File: config.mk
export PLATFORM = sky130hd
export DESIGN_NAME = i2c_master_write_sequencer_core_flat
export DESIGN_NICKNAME = d
export VERILOG_FILES = /design/src/rtl/core/i2cmw_pkg.sv /design/src/rtl/core/i2cmw_if.sv /design/src/rtl/core/i2cmw_buf.sv /design/src/rtl/core/i2cmw_seq.sv /design/src/rtl/core/i2cmw_out_fifo.sv /design/src/rtl/core/i2c_master_write_sequencer_core.sv /design/src/flat_wrapper.sv
export SDC_FILE = /design/constraint.sdc
export NUM_CORES = 1
export LEC_CHECK = 0
export BUFFER_PORTS_ARGS = -buffer_cell sky130_fd_sc_hd__buf_2
export CORE_MARGIN = 3
export CORE_UTILIZATION = 45
export DETAILED_ROUTE_END_ITERATION = 10
export GPL_ROUTABILITY_DRIVEN = 0
export PLACE_DENSITY = 0.65
export SETUP_SLACK_MARGIN = 0.3
export SYNTH_ARGS = -nofsm -noshare
export SYNTH_HDL_FRONTEND = slang
export SYNTH_SLANG_ARGS = --single-unit
File: constraint.sdc
create_clock -name i_clk -period 11.8 [get_ports i_clk]
set_input_delay 2.36 -clock i_clk [delete_from_list [all_inputs] [get_ports i_clk]]
set_output_delay 2.36 -clock i_clk [all_outputs]
set_load 0.05 [all_outputs]
File: src/rtl/core/i2cmw_pkg.sv
// shared types and constants for the i2c master write sequencer
// no dependencies; every other file of the block refers to this package
package i2cmw_pkg;

    localparam int BUFFER_DEPTH_DEF = 32;
    localparam int FIFO_DEPTH       = 4;
    localparam int FIFO_AW          = 2;
    localparam int FIFO_CW          = 3;
    localparam int MEM_ADDR_W       = 8;

    localparam logic [15:0] TIMEOUT_RESET = 16'd200;
    localparam logic [15:0] ELAPSED_MAX   = 16'hFFFF;
    localparam logic [5:0]  POS_MAX       = 6'd63;

    // controller status codes
    localparam logic [7:0] ST_START    = 8'h08;
    localparam logic [7:0] ST_RESTART  = 8'h10;
    localparam logic [7:0] ST_ADDR_ACK = 8'h18;
    localparam logic [7:0] ST_ADDR_NAK = 8'h20;
    localparam logic [7:0] ST_DATA_ACK = 8'h28;
    localparam logic [7:0] ST_DATA_NAK = 8'h30;
    localparam logic [7:0] ST_ARB_LOST = 8'h38;

    typedef enum logic [1:0] {
        FN_START  = 2'd0,
        FN_LOAD   = 2'd1,
        FN_STATUS = 2'd2,
        FN_TICK   = 2'd3
    } t_func;

    typedef enum logic [1:0] {
        RES_NONE    = 2'd0,
        RES_OK      = 2'd1,
        RES_FAILED  = 2'd2,
        RES_TIMEOUT = 2'd3
    } t_outcome;

    typedef struct packed {
        t_func      func;
        logic [6:0] slave_address;
        logic [5:0] byte_count;
        logic [4:0] byte_index;
        logic [7:0] data_byte;
        logic [7:0] status_code;
    } t_item;

    typedef struct packed {
        logic       load_data_valid;
        logic [7:0] data_out;
        logic       set_start;
        logic       clear_start;
        logic       set_stop;
        logic       clear_interrupt;
        t_outcome   outcome;
        logic       busy_res;
    } t_result;

    typedef struct packed {
        logic                  we;
        logic [MEM_ADDR_W-1:0] wr_addr;
        logic [7:0]            wr_data;
        logic                  re;
        logic [MEM_ADDR_W-1:0] rd_addr;
    } t_mem_req;

endpackage

File: src/rtl/core/i2cmw_if.sv
// valid/ready channel interfaces: command input, result output, config write
// uses i2cmw_pkg for the field types
interface i2cmw_in_if;
    logic                valid;
    logic                ready;
    i2cmw_pkg::t_func    func;
    logic [6:0]          slave_address;
    logic [5:0]          byte_count;
    logic [4:0]          byte_index;
    logic [7:0]          data_byte;
    logic [7:0]          status_code;

    modport source (
        output valid, func, slave_address, byte_count, byte_index, data_byte, status_code,
        input  ready
    );
    modport sink (
        input  valid, func, slave_address, byte_count, byte_index, data_byte, status_code,
        output ready
    );
endinterface

interface i2cmw_out_if;
    logic                valid;
    logic                ready;
    logic                load_data_valid;
    logic [7:0]          data_out;
    logic                set_start;
    logic                clear_start;
    logic                set_stop;
    logic                clear_interrupt;
    i2cmw_pkg::t_outcome outcome;
    logic                busy_res;

    modport source (
        output valid, load_data_valid, data_out, set_start, clear_start, set_stop,
               clear_interrupt, outcome, busy_res,
        input  ready
    );
    modport sink (
        input  valid, load_data_valid, data_out, set_start, clear_start, set_stop,
               clear_interrupt, outcome, busy_res,
        output ready
    );
endinterface

interface i2cmw_cfg_if;
    logic        valid;
    logic        ready;
    logic [15:0] data;

    modport source (output valid, data, input ready);
    modport sink (input valid, data, output ready);
endinterface

File: src/rtl/core/i2cmw_buf.sv
// transmit buffer: one write port, one registered read port
// uses i2cmw_pkg for the request struct
module i2cmw_buf #(
    parameter int BUFFER_DEPTH = i2cmw_pkg::BUFFER_DEPTH_DEF
) (
    input  logic                i_clk,
    input  i2cmw_pkg::t_mem_req i_req,
    output logic [7:0]          o_rd_data
);
    localparam int AW = (BUFFER_DEPTH > 1) ? $clog2(BUFFER_DEPTH) : 1;

    logic [7:0] r_mem [BUFFER_DEPTH];
    logic [7:0] r_rd_data;

    always_ff @(posedge i_clk) begin
        if (i_req.we) begin
            r_mem[i_req.wr_addr[AW-1:0]] <= i_req.wr_data;
        end
        if (i_req.re) begin
            r_rd_data <= r_mem[i_req.rd_addr[AW-1:0]];
        end
    end

    assign o_rd_data = r_rd_data;

endmodule

File: src/rtl/core/i2cmw_seq.sv
// transaction sequencer: decides each beat, keeps the transaction registers,
// drives the buffer ports and holds the beat while its buffer read completes
// uses i2cmw_pkg
module i2cmw_seq #(
    parameter int BUFFER_DEPTH = i2cmw_pkg::BUFFER_DEPTH_DEF
) (
    input  logic                i_clk,
    input  logic                i_rst_n,
    input  logic                i_accept,
    input  i2cmw_pkg::t_item    i_item,
    input  logic                i_cfg_we,
    input  logic [15:0]         i_cfg_data,
    output i2cmw_pkg::t_mem_req o_mem,
    input  logic [7:0]          i_rd_data,
    output logic                o_res_valid,
    output i2cmw_pkg::t_result  o_res
);
    localparam logic [8:0] DEPTH9 = 9'(BUFFER_DEPTH);

    logic                r_busy, n_busy;
    logic [5:0]          r_pos, n_pos;
    logic [6:0]          r_addr, n_addr;
    logic [5:0]          r_len, n_len;
    logic [15:0]         r_elapsed, n_elapsed;
    i2cmw_pkg::t_outcome r_outcome, n_outcome;
    logic [15:0]         r_limit;

    // beat waiting for its buffer read
    logic                r_s1_valid;
    i2cmw_pkg::t_result  r_s1, n_s1;
    logic                r_s1_mem, n_s1_mem;

    logic [15:0] el_tick;
    logic [5:0]  pos_inc;
    logic [5:0]  rd_pos;
    logic        rd_en;

    always_comb begin
        n_busy    = r_busy;
        n_pos     = r_pos;
        n_addr    = r_addr;
        n_len     = r_len;
        n_elapsed = r_elapsed;
        n_outcome = r_outcome;
        n_s1      = '0;
        n_s1_mem  = 1'b0;
        rd_pos    = r_pos;
        rd_en     = 1'b0;
        o_mem     = '0;

        el_tick = r_elapsed;
        if (i_item.func == i2cmw_pkg::FN_TICK && r_busy && r_elapsed != i2cmw_pkg::ELAPSED_MAX) begin
            el_tick = r_elapsed + 16'd1;
        end
        pos_inc = (r_pos < i2cmw_pkg::POS_MAX) ? r_pos + 6'd1 : r_pos;

        unique case (i_item.func)
            i2cmw_pkg::FN_START: begin
                n_addr            = i_item.slave_address;
                n_len             = i_item.byte_count;
                n_outcome         = i2cmw_pkg::RES_NONE;
                n_elapsed         = '0;
                n_busy            = 1'b1;
                n_s1.set_start    = 1'b1;
                n_s1.clear_interrupt = 1'b1;
            end
            i2cmw_pkg::FN_LOAD: begin
                o_mem.we      = i_accept && ({4'b0000, i_item.byte_index} < DEPTH9);
                o_mem.wr_addr = {3'b000, i_item.byte_index};
                o_mem.wr_data = i_item.data_byte;
            end
            default: begin
                n_elapsed = el_tick;
                if (r_busy && el_tick >= r_limit) begin
                    n_outcome            = i2cmw_pkg::RES_TIMEOUT;
                    n_busy               = 1'b0;
                    n_s1.set_stop        = 1'b1;
                    n_s1.clear_interrupt = 1'b1;
                end else if (i_item.func == i2cmw_pkg::FN_STATUS) begin
                    unique case (i_item.status_code) inside
                        i2cmw_pkg::ST_START, i2cmw_pkg::ST_RESTART: begin
                            n_s1.load_data_valid = 1'b1;
                            n_s1.data_out        = {r_addr, 1'b0};
                            n_pos                = '0;
                            n_s1.clear_interrupt = 1'b1;
                        end
                        i2cmw_pkg::ST_ADDR_ACK: begin
                            n_s1.load_data_valid = 1'b1;
                            n_s1_mem             = 1'b1;
                            rd_pos               = r_pos;
                            rd_en                = 1'b1;
                            n_s1.clear_start     = 1'b1;
                            n_s1.clear_interrupt = 1'b1;
                        end
                        i2cmw_pkg::ST_DATA_ACK: begin
                            n_pos = pos_inc;
                            if (pos_inc >= r_len) begin
                                n_outcome     = i2cmw_pkg::RES_OK;
                                n_busy        = 1'b0;
                                n_s1.set_stop = 1'b1;
                            end else begin
                                n_s1.load_data_valid = 1'b1;
                                n_s1_mem             = 1'b1;
                                rd_pos               = pos_inc;
                                rd_en                = 1'b1;
                            end
                            n_s1.clear_interrupt = 1'b1;
                        end
                        i2cmw_pkg::ST_ADDR_NAK, i2cmw_pkg::ST_DATA_NAK: begin
                            n_outcome            = i2cmw_pkg::RES_FAILED;
                            n_busy               = 1'b0;
                            n_s1.set_stop        = 1'b1;
                            n_s1.clear_interrupt = 1'b1;
                        end
                        i2cmw_pkg::ST_ARB_LOST: begin
                            n_outcome            = i2cmw_pkg::RES_FAILED;
                            n_busy               = 1'b0;
                            n_s1.set_start       = 1'b1;
                            n_s1.clear_interrupt = 1'b1;
                        end
                        default: begin
                        end
                    endcase
                end
            end
        endcase

        // positions past the buffer read as zero, so no read is issued
        o_mem.re      = i_accept && rd_en && ({3'b000, rd_pos} < DEPTH9);
        o_mem.rd_addr = {2'b00, rd_pos};

        n_s1.outcome  = n_outcome;
        n_s1.busy_res = n_busy;
    end

    always_ff @(posedge i_clk) begin
        if (!i_rst_n) begin
            r_busy     <= 1'b0;
            r_pos      <= '0;
            r_addr     <= '0;
            r_len      <= '0;
            r_elapsed  <= '0;
            r_outcome  <= i2cmw_pkg::RES_NONE;
            r_limit    <= i2cmw_pkg::TIMEOUT_RESET;
            r_s1_valid <= 1'b0;
        end else begin
            r_s1_valid <= i_accept;
            if (i_cfg_we) begin
                r_limit <= i_cfg_data;
            end
            if (i_accept) begin
                r_busy    <= n_busy;
                r_pos     <= n_pos;
                r_addr    <= n_addr;
                r_len     <= n_len;
                r_elapsed <= n_elapsed;
                r_outcome <= n_outcome;
            end
        end
    end

    always_ff @(posedge i_clk) begin
        if (i_accept) begin
            r_s1     <= n_s1;
            // an out-of-range read keeps the zero already in data_out
            r_s1_mem <= n_s1_mem && o_mem.re;
        end
    end

    always_comb begin
        o_res = r_s1;
        if (r_s1_mem) begin
            o_res.data_out = i_rd_data;
        end
    end

    assign o_res_valid = r_s1_valid;

    a_start_sets_busy: assert property (@(posedge i_clk) disable iff (!i_rst_n)
        i_accept && i_item.func == i2cmw_pkg::FN_START |=> r_busy && r_elapsed == 16'd0)
        else $error("start beat did not open a transaction");

    a_timeout_closes: assert property (@(posedge i_clk) disable iff (!i_rst_n)
        i_accept && r_busy && r_elapsed >= r_limit
        && (i_item.func == i2cmw_pkg::FN_STATUS || i_item.func == i2cmw_pkg::FN_TICK)
        |=> !r_busy && r_outcome == i2cmw_pkg::RES_TIMEOUT)
        else $error("expired transaction not closed with timeout");

    a_read_has_beat: assert property (@(posedge i_clk) disable iff (!i_rst_n)
        o_mem.re |-> i_accept && !o_mem.we)
        else $error("buffer access without an accepted beat");

    a_done_not_busy: assert property (@(posedge i_clk) disable iff (!i_rst_n)
        r_s1_valid && (r_s1.set_stop || r_s1.outcome != i2cmw_pkg::RES_NONE) |-> !r_s1.busy_res)
        else $error("finished result still reports busy");

endmodule

File: src/rtl/core/i2cmw_out_fifo.sv
// result queue between the sequencer and the output channel
// uses i2cmw_pkg for the result struct and queue depth
module i2cmw_out_fifo (
    input  logic                           i_clk,
    input  logic                           i_rst_n,
    input  logic                           i_push,
    input  i2cmw_pkg::t_result             i_data,
    input  logic                           i_pop,
    output logic                           o_valid,
    output i2cmw_pkg::t_result             o_data,
    output logic [i2cmw_pkg::FIFO_CW-1:0]  o_count
);
    i2cmw_pkg::t_result                 r_mem [i2cmw_pkg::FIFO_DEPTH];
    logic [i2cmw_pkg::FIFO_AW-1:0]      r_wr_ptr;
    logic [i2cmw_pkg::FIFO_AW-1:0]      r_rd_ptr;
    logic [i2cmw_pkg::FIFO_CW-1:0]      r_count;
    logic                               pop;

    assign pop = i_pop && (r_count != '0);

    always_ff @(posedge i_clk) begin
        if (i_push) begin
            r_mem[r_wr_ptr] <= i_data;
        end
    end

    always_ff @(posedge i_clk) begin
        if (!i_rst_n) begin
            r_wr_ptr <= '0;
            r_rd_ptr <= '0;
            r_count  <= '0;
        end else begin
            if (i_push) begin
                r_wr_ptr <= r_wr_ptr + 1'b1;
            end
            if (pop) begin
                r_rd_ptr <= r_rd_ptr + 1'b1;
            end
            case ({i_push, pop})
                2'b10:   r_count <= r_count + 1'b1;
                2'b01:   r_count <= r_count - 1'b1;
                default: r_count <= r_count;
            endcase
        end
    end

    assign o_valid = (r_count != '0);
    assign o_data  = r_mem[r_rd_ptr];
    assign o_count = r_count;

    a_no_overflow: assert property (@(posedge i_clk) disable iff (!i_rst_n)
        i_push |-> r_count < i2cmw_pkg::FIFO_CW'(i2cmw_pkg::FIFO_DEPTH) || pop)
        else $error("result queue overflow");

endmodule

File: src/rtl/core/i2c_master_write_sequencer_core.sv
// Takes one command beat per clock and returns exactly one result beat for each, in
// order. The sequencer decides each accepted beat and reads the transmit buffer, then
// the registered beat takes the buffer byte into a four-entry result queue. Input
// ready stays high as long as the queue can absorb every beat in flight, so with the
// output sink ready the block runs at one beat per cycle; a stalled sink fills the
// queue and then holds input ready low. The timeout register port is always ready,
// and a write is registered into the timeout limit.
// depends on i2cmw_pkg, i2cmw_if, i2cmw_buf, i2cmw_seq, i2cmw_out_fifo
module i2c_master_write_sequencer_core #(
    parameter int BUFFER_DEPTH = i2cmw_pkg::BUFFER_DEPTH_DEF
) (
    input  logic        i_clk,
    input  logic        i_rst_n,
    i2cmw_in_if.sink    i_in,
    i2cmw_out_if.source o_out,
    i2cmw_cfg_if.sink   i_cfg
);
    i2cmw_pkg::t_item                  item;
    i2cmw_pkg::t_mem_req               mem_req;
    i2cmw_pkg::t_result                s1_res;
    i2cmw_pkg::t_result                q_res;
    logic [7:0]                        rd_data;
    logic                              s1_valid;
    logic                              q_valid;
    logic [i2cmw_pkg::FIFO_CW-1:0]     q_count;
    logic [i2cmw_pkg::FIFO_CW-1:0]     in_flight;
    logic                              accept;

    assign item.func          = i_in.func;
    assign item.slave_address = i_in.slave_address;
    assign item.byte_count    = i_in.byte_count;
    assign item.byte_index    = i_in.byte_index;
    assign item.data_byte     = i_in.data_byte;
    assign item.status_code   = i_in.status_code;

    // every beat in flight needs a queue slot waiting for it
    assign in_flight  = q_count + {{(i2cmw_pkg::FIFO_CW-1){1'b0}}, s1_valid};
    assign i_in.ready = in_flight < i2cmw_pkg::FIFO_CW'(i2cmw_pkg::FIFO_DEPTH);
    assign accept     = i_in.valid && i_in.ready;

    assign i_cfg.ready = 1'b1;

    i2cmw_seq #(
        .BUFFER_DEPTH (BUFFER_DEPTH)
    ) u_seq (
        .i_clk       (i_clk),
        .i_rst_n     (i_rst_n),
        .i_accept    (accept),
        .i_item      (item),
        .i_cfg_we    (i_cfg.valid),
        .i_cfg_data  (i_cfg.data),
        .o_mem       (mem_req),
        .i_rd_data   (rd_data),
        .o_res_valid (s1_valid),
        .o_res       (s1_res)
    );

    i2cmw_buf #(
        .BUFFER_DEPTH (BUFFER_DEPTH)
    ) u_buf (
        .i_clk     (i_clk),
        .i_req     (mem_req),
        .o_rd_data (rd_data)
    );

    i2cmw_out_fifo u_out_fifo (
        .i_clk   (i_clk),
        .i_rst_n (i_rst_n),
        .i_push  (s1_valid),
        .i_data  (s1_res),
        .i_pop   (o_out.ready),
        .o_valid (q_valid),
        .o_data  (q_res),
        .o_count (q_count)
    );

    assign o_out.valid           = q_valid;
    assign o_out.load_data_valid = q_res.load_data_valid;
    assign o_out.data_out        = q_res.data_out;
    assign o_out.set_start       = q_res.set_start;
    assign o_out.clear_start     = q_res.clear_start;
    assign o_out.set_stop        = q_res.set_stop;
    assign o_out.clear_interrupt = q_res.clear_interrupt;
    assign o_out.outcome         = q_res.outcome;
    assign o_out.busy_res        = q_res.busy_res;

endmodule
File: src/flat_wrapper.sv
// flat-port wrapper written by rule: the top's interface ports become plain ports
module i2c_master_write_sequencer_core_flat 
#(
    parameter int BUFFER_DEPTH = i2cmw_pkg::BUFFER_DEPTH_DEF
)
  (i_clk, i_rst_n, i_in_valid, i_in_func, i_in_slave_address, i_in_byte_count, i_in_byte_index, i_in_data_byte, i_in_status_code, i_in_ready, o_out_valid, o_out_load_data_valid, o_out_data_out, o_out_set_start, o_out_clear_start, o_out_set_stop, o_out_clear_interrupt, o_out_outcome, o_out_busy_res, o_out_ready, i_cfg_valid, i_cfg_data, i_cfg_ready);
  i2cmw_in_if i_in_i ();
  i2cmw_out_if o_out_i ();
  i2cmw_cfg_if i_cfg_i ();
  input  logic i_clk;
  input  logic i_rst_n;
  input wire logic [$bits(i_in_i.valid)-1:0] i_in_valid;
  input wire logic [$bits(i_in_i.func)-1:0] i_in_func;
  input wire logic [$bits(i_in_i.slave_address)-1:0] i_in_slave_address;
  input wire logic [$bits(i_in_i.byte_count)-1:0] i_in_byte_count;
  input wire logic [$bits(i_in_i.byte_index)-1:0] i_in_byte_index;
  input wire logic [$bits(i_in_i.data_byte)-1:0] i_in_data_byte;
  input wire logic [$bits(i_in_i.status_code)-1:0] i_in_status_code;
  output wire logic [$bits(i_in_i.ready)-1:0] i_in_ready;
  output wire logic [$bits(o_out_i.valid)-1:0] o_out_valid;
  output wire logic [$bits(o_out_i.load_data_valid)-1:0] o_out_load_data_valid;
  output wire logic [$bits(o_out_i.data_out)-1:0] o_out_data_out;
  output wire logic [$bits(o_out_i.set_start)-1:0] o_out_set_start;
  output wire logic [$bits(o_out_i.clear_start)-1:0] o_out_clear_start;
  output wire logic [$bits(o_out_i.set_stop)-1:0] o_out_set_stop;
  output wire logic [$bits(o_out_i.clear_interrupt)-1:0] o_out_clear_interrupt;
  output wire logic [$bits(o_out_i.outcome)-1:0] o_out_outcome;
  output wire logic [$bits(o_out_i.busy_res)-1:0] o_out_busy_res;
  input wire logic [$bits(o_out_i.ready)-1:0] o_out_ready;
  input wire logic [$bits(i_cfg_i.valid)-1:0] i_cfg_valid;
  input wire logic [$bits(i_cfg_i.data)-1:0] i_cfg_data;
  output wire logic [$bits(i_cfg_i.ready)-1:0] i_cfg_ready;
  assign i_in_i.valid = i_in_valid;
  assign i_in_i.func = i_in_func;
  assign i_in_i.slave_address = i_in_slave_address;
  assign i_in_i.byte_count = i_in_byte_count;
  assign i_in_i.byte_index = i_in_byte_index;
  assign i_in_i.data_byte = i_in_data_byte;
  assign i_in_i.status_code = i_in_status_code;
  assign i_in_ready = i_in_i.ready;
  assign o_out_valid = o_out_i.valid;
  assign o_out_load_data_valid = o_out_i.load_data_valid;
  assign o_out_data_out = o_out_i.data_out;
  assign o_out_set_start = o_out_i.set_start;
  assign o_out_clear_start = o_out_i.clear_start;
  assign o_out_set_stop = o_out_i.set_stop;
  assign o_out_clear_interrupt = o_out_i.clear_interrupt;
  assign o_out_outcome = o_out_i.outcome;
  assign o_out_busy_res = o_out_i.busy_res;
  assign o_out_i.ready = o_out_ready;
  assign i_cfg_i.valid = i_cfg_valid;
  assign i_cfg_i.data = i_cfg_data;
  assign i_cfg_ready = i_cfg_i.ready;
  i2c_master_write_sequencer_core #(.BUFFER_DEPTH(BUFFER_DEPTH)) u_core (.i_clk(i_clk), .i_rst_n(i_rst_n), .i_in(i_in_i), .o_out(o_out_i), .i_cfg(i_cfg_i));
endmodule
Word level (Yosys, flattened, before mapping)
Memory sizes are Yosys's and may differ from the RTL's. A register that Yosys moved wholly into a read port is not among the register bits.
Cells that the tools add are included.
Storage, ports and cells
  flip-flop bits (word level): 79
  RAM bits: 320
  bits of input ports: 57
  word-level logic and storage cells: 120
  memories kept: 2
Memories
  u_core.u_buf.r_mem: depth 32, bits a word 8, rd ports 1, clocked after Yosys merged registers in 1, wr ports 1, RTL line i2cmw_buf.sv:12  | logic [7:0] r_mem [BUFFER_DEPTH];
  u_core.u_out_fifo.r_mem: depth 4, bits a word 16, rd ports 1, clocked after Yosys merged registers in 1, wr ports 1, RTL line i2cmw_out_fifo.sv:13  | i2cmw_pkg::t_result r_mem [i2cmw_pkg::FIFO_DEPTH];
Cells by class
  add/subtract/negate cells: 7
  order comparisons: 5
  equal/unequal tests: 13
  mux-type cells: 44
  bitwise gates (word level): 5
  reductions and logical operators: 23
Operator list (count)
  6-bit two-way mux: 6
  8-bit by 6-bit == test with 1-bit output (second input constant): 4
  16-bit case mux with 2 select lines: 1
  17-bit two-way mux: 1
  16-bit by 1-bit adder with 16-bit output (second input constant): 1
  8-bit by 5-bit == test with 1-bit output (second input constant): 2
  16-bit greater-or-equal comparator: 1
  16-bit two-way mux: 1
  16-bit != test (second input constant): 1
  1-bit two-way mux: 15
  2-bit two-way mux: 7
  1-bit case mux with 2 select lines: 7
  6-bit < comparator (second input constant): 2
  6-bit case mux with 2 select lines: 1
  8-bit by 4-bit == test with 1-bit output (second input constant): 1
  1-bit logical AND: 8
  8-bit two-way mux: 1
  2-bit case mux with 2 select lines: 2
  7-bit OR reduction: 1
  6-bit by 1-bit adder with 6-bit output (second input constant): 1
  2-bit == test (second input constant): 3
  6-bit greater-or-equal comparator: 1
  3-bit case mux with 2 select lines: 1
  2-bit OR reduction: 3
  16 further kinds: 25

Logic depth before layout (Yosys ltp)
  depth after elaboration: 11
  mapped depth: 23
  mapped depth without buffers: 19

By module
From an unflattened synthesis, not the netlist that was laid out.
Unflattened totals
  cells, all modules: 1057
  area, all modules: 17337.9 um^2
By module, submodules not included
  i2cmw_buf: instances 1, cells an instance 417, area each 10133.5 um^2
  i2cmw_seq: instances 1, cells an instance 503, area each 4349.2 um^2
  i2cmw_out_fifo: instances 1, cells an instance 130, area each 2805.2 um^2
  i2c_master_write_sequencer_core: instances 1, cells an instance 7, area each 50.0 um^2

Worst setup path before layout
Ideal clock, no wire load.
  path type: input-to-reg
  start point: input port i_in_func[0]
  end point: register u_core.u_buf.r_rd_data[5], in the netlist u_core.u_buf.o_rd_data[5], read port of u_core.u_buf.r_mem, data pin
  setup time: 0.256 ns
  arrival time: 6.903 ns
  data required time: 11.544 ns
  slack: 4.641 ns
  cell stages on the path: 19
  buffers on the path: 2
  cells stage by stage: clkbuf_1 nand3_1 a31oi_1 nand3_1 nor2_1 and3_1 nand2_1 xnor2_1 ha_1 a21oi_1 nor3_1 or3_4 o41a_1 or4_4 a211oi_4 buf_6 a31oi_1 a31oi_1 and4b_1
On the way
  longest elaborated chain between the ends: 10
RTL lines
  start: declaration: RTL line flat_wrapper.sv:13  | input wire logic [$bits(i_in_i.func)-1:0] i_in_func;
  2-bit == test: RTL line i2cmw_seq.sv:52  | if (i_item.func == i2cmw_pkg::FN_TICK && r_busy && r_elapsed != i2cmw_pkg::ELAPSED_MAX) begin
  1-bit logical AND (2 in a row): RTL line i2cmw_seq.sv:52
  16-bit two-way mux: RTL line i2cmw_seq.sv:52
  16-bit greater-or-equal comparator: RTL line i2cmw_seq.sv:74  | if (r_busy && el_tick >= r_limit) begin
  1-bit logical AND: RTL line i2cmw_seq.sv:74
  6-bit two-way mux or 1-bit two-way mux (tied branches): RTL line i2cmw_seq.sv:74
  6-bit two-way mux or 1-bit two-way mux (tied branches): RTL line i2cmw_seq.sv:57  | unique case (i_item.func)
  6-bit < comparator or 1-bit logical AND (tied branches): RTL line i2cmw_seq.sv:129  | o_mem.re = i_accept && rd_en && ({3'b000, rd_pos} < DEPTH9);
  1-bit logical AND: RTL line i2cmw_seq.sv:129
  end: declaration: RTL line i2cmw_buf.sv:13  | logic [7:0] r_rd_data;
Several ways; a longest one is shown, not always the timed one.
A chain may end at the register's enable or synchronous reset.

Worst setup path in the final report
  start point: input port i_in_func[1]
  end point: register u_core.u_buf.r_rd_data[6], in the netlist u_core.u_buf.o_rd_data[6], read port of u_core.u_buf.r_mem, data pin
The elaborated chain is that of the path after synthesis.

==> run_results.csv <==
group,metric,value,unit
status,outcome,"completed",
die,fp.dieArea,41300,um2
critical_path,crit_type,"in -> reg",
route,num_vias,11000,
die,die-height,203,um
route,ant_nets,0,
logic_synthesis,synth_xor_area_share,1.10,%
hold_path,min-delay-start,"u_core.u_seq.r_addr[0]",
clock_tree,clkTransAtPathRegs,0.06,ns
route,routedWlPerCell,20.2,um
global_routing,antenna_found_initial,0,
pwr,pwr-share-comb,9.0,%
critical_path,regToRegSetupSlack,4.88,ns
clock_tree,clockBufferDepth,3,
logic_synthesis,avgSynthCellArea,12.9,um2
layout,area_growth,12.9,%
placement,place_hpwl,25.8,mm
job,max-cap-violations,0,
pwr,cellPowerDensity,165,nW/um2
sta,fmax,0.120,GHz
clock_tree,hold_buffers,0,
pwr,p_leak,6.91,nW
die,initial_utilization,46.0,%
global_routing,track_usage,19.0,%
placement,portBuffers,74,
clock_tree,cts_tree,"done",
pwr,clock_power_share,41.3,%
sta,rsz0062_at_grt,"no",
clock_tree,cts_setup_buffers,0,
pwr,share_seq_of_total_power,49.6,%
logic_synthesis,synth_compound_area_share,8.09,%
route,routed_wl,39.8,mm
critical_path,slowest_stage,"a2111oi_0",
logic_synthesis,ys_ff_latch,408,
hold_path,hold_depth,2,
logic_synthesis,synthSimpleGateAreaFrac,14.2,%
layout,final_nets,1509,
die,rows,71,
layout,final_cell_mix,"edfxtp_1, nand2_1, nor2_1, buf_2, dfxtp_1",
clock_tree,cts-resized-gates,0,
die,die_w,203,um
clock_tree,clkLatencyLatePin,0.56,ns
critical_path,path_max_fanout,62,
route,drc,0,
critical_path,reg2reg_from,"u_core.u_seq.r_elapsed[0]",
layout,mostFrequentLayoutCell,"edfxtp_1",
route,first_iter_violations,880,
sta,final.min_clock_period,8.37,ns
sta,finalCritPeriodShare,70.9,%
critical_path,start_kind,"input pin",
logic_synthesis,ys_seq_area_share,66.3,%
critical_path,crit_start,"i_in_func[1]",
critical_path,cp_slowest_stage_delay,0.84,ns
clock_tree,cts-root-buf,"clkbuf_16",
route,vias_per_cell,5.60,
global_routing,grt_first_pass_wirelength,61.4,mm
critical_path,cp_top_family,"simple AND/OR/NAND/NOR gates",
pwr,p_total,3.26,mW
pwr,p_sw_share,23.3,%
logic_synthesis,synth_enable_flop_cells,344,
sta,skew,0.0297,ns
clock_tree,cts-htree-levels,2,
global_routing,grt_pass1_vias,10800,
layout,final_cells,1966,
layout,post-route-util,52.0,%
logic_synthesis,synth.area.mux_share,5.64,%
route,dr.pass1.iters,5,
hold_path,hp-class,"reg -> reg",
sta,setup_viol,0,
logic_synthesis,yosysUniqueCellTypes,73,
critical_path,crit_required,12.21,ns
critical_path,end_kind,"register",
layout,diodes,0,
sta,worst_slew_pin_slew,1.29,ns
logic_synthesis,syn_nets,1440,
sta,tns,0,ns
clock_tree,cts.sinks,408,
sta,slew_violations,0,
sta,relSlewSlack,14.1,%
critical_path,worstPathBufferInverterCount,2,
die,core,38000,um2
logic_synthesis,synth_ff_type,"edfxtp_1",
logic_synthesis,synth-adder-area-share,2.19,%
critical_path,r2r_end,"u_core.u_buf.o_rd_data[6]",
logic_synthesis,synth_cells,1353,
layout,nFillCells,3277,
die,ios,76,
hold_path,whs_endpoint,"u_core.u_seq.r_addr[0]",
global_routing,grt.overflow.total,0,
critical_path,cp_cell_sequence,"buf_2 > nand3_1 > a31oi_1 > nand3_1 > nor2_1 > and3_1 > nand2_1 > xnor2_1 > ha_1 > nand4_1 > nor3_1 > or3_4 > o41a_1 > nor2_2 > or2_2 > buf_4 > nand2_1 > a32o_1 > a2111oi_0 > and4b_1",
critical_path,arrival,8.78,ns
clock_tree,cts_buffers,43,
pwr,ir_drop,0.126,mV
critical_path,rr_worst_depth,20,
logic_synthesis,ys_async_sr_fraction,0,%
placement,dpl.cell_count,1888,
logic_synthesis,synth_top_family_by_area,"simple AND/OR/NAND/NOR gates",
pwr,switchingPower,0.762,mW
logic_synthesis,netlist_area,17500,um2
layout,drive_gt1_share,14.5,%
pwr,internal-power,2.50,mW
logic_synthesis,yosys_warnings,0,
sta,hold_violations,0,
global_routing,grt_max_degree,64,
-- Yosys cell counts (all sizes together) (29+ instances only) --
library cell	count	share of area (%)
edfxtp	344	59
nand2	195	4.2
nor2	120	2.6
dfxtp	64	7.3
nand3	49	1.4
mux2i	48	2.7
clkbuf	38	0.82
nor2b	37	1.3
inv	36	0.77
and2	35	1.3
a21oi	33	0.94
ha	29	2.1
-- state kept, by name, summed over array words and instances (netlist names), 2 cells and up, named ones only --
| signal | flops |
|---|---|
| u_core.u_seq.r_elapsed | 16 |
| u_core.u_seq.r_s1 | 7 |
| u_core.u_seq.r_outcome | 2 |
| u_core.u_out_fifo.r_wr_ptr | 2 |
| u_core.u_seq.o_res | 8 |
| u_core.u_buf.o_rd_data | 8 |
| u_core.u_seq.r_limit | 16 |
| u_core.u_out_fifo.r_rd_ptr | 2 |
| u_core.u_seq.r_addr | 7 |
| u_core.u_out_fifo.o_count | 3 |
| u_core.u_seq.r_len | 6 |
| u_core.u_seq.r_pos | 6 |
| u_core.u_out_fifo.r_mem | 64 |
| u_core.u_buf.r_mem | 256 |
-- worst min-delay path: stages (launching register included) --
cell and delay [ns]:
dfxtp_1 0.31, nand2_1 0.04, a21boi_0 0.06
-- power groups by stage --
stage / logic [mW] / clock network [mW] / registers (mW)
final: 0.295 / 1.35 / 1.62
after detailed placement: 0.298 / 0 / 1.65
after global placement: 0.295 / 0 / 1.65
after CTS: 0.300 / 1.37 / 1.62
after global routing: 0.318 / 1.43 / 1.62
after floorplan: 0.229 / 0 / 1.64
-- how the worst max path moves through the flow --
stage                           endpoint  slack [ns]  depth (start not counted)
6_report       u_core.u_buf.o_rd_data[6]        3.43                         20
5_1_grt        u_core.u_buf.o_rd_data[6]        3.02                         20
4_1_cts        u_core.u_buf.o_rd_data[6]        3.47                         20
3_5_place_dp   u_core.u_buf.o_rd_data[6]        2.91                         20
3_3_place_gp   u_core.u_buf.o_rd_data[6]        3.10                         20
2_1_floorplan  u_core.u_buf.o_rd_data[5]        4.64                         19
-- area by class of cell --
class                   instances  area (um2)  area share, %
inverters                      37         139          0.703
clock inverters                28         277           1.40
well taps                     511         639           3.23
clock buffers                  50        1140           5.79
flip-flops and latches        408       11600           58.7
repair buffers                 89         483           2.44
multi-input cells             843        5470           27.7
-- metrics by stage --
step                hold slack, ns  setup WS, ns  cell area, um2
finish                       0.462          3.43           19800
global route                 0.488          3.02           19800
detailed placement           0.460          2.91           18300
floorplan                    0.439          4.64           17500
global placement             0.451          3.10           18300
CTS                          0.468          3.47           19800
-- layer usage --
metal	global-route usage, %	share of wire [%]	up-vias
li1	-	-	5145
met1	26.7	44	5417
met2	30.7	47	385
met3	3.06	6.7	66
met4	5.95	2.7	0
met5	0	0	-
-- cell families (layout without fill, tap and decap cells) --
| kind of cell | count (synthesis) | after routing |
|---|---|---|
| other cells | 1 | 1 |
| flops | 408 | 408 |
| buf+inv | 102 | 204 |
| xor+xnor | 22 | 22 |
| compound gates | 193 | 193 |
| simple gates | 520 | 520 |
| fa+ha+maj | 30 | 30 |
| mux | 77 | 77 |
No activity file was read; power rests on OpenSTA's default activity.
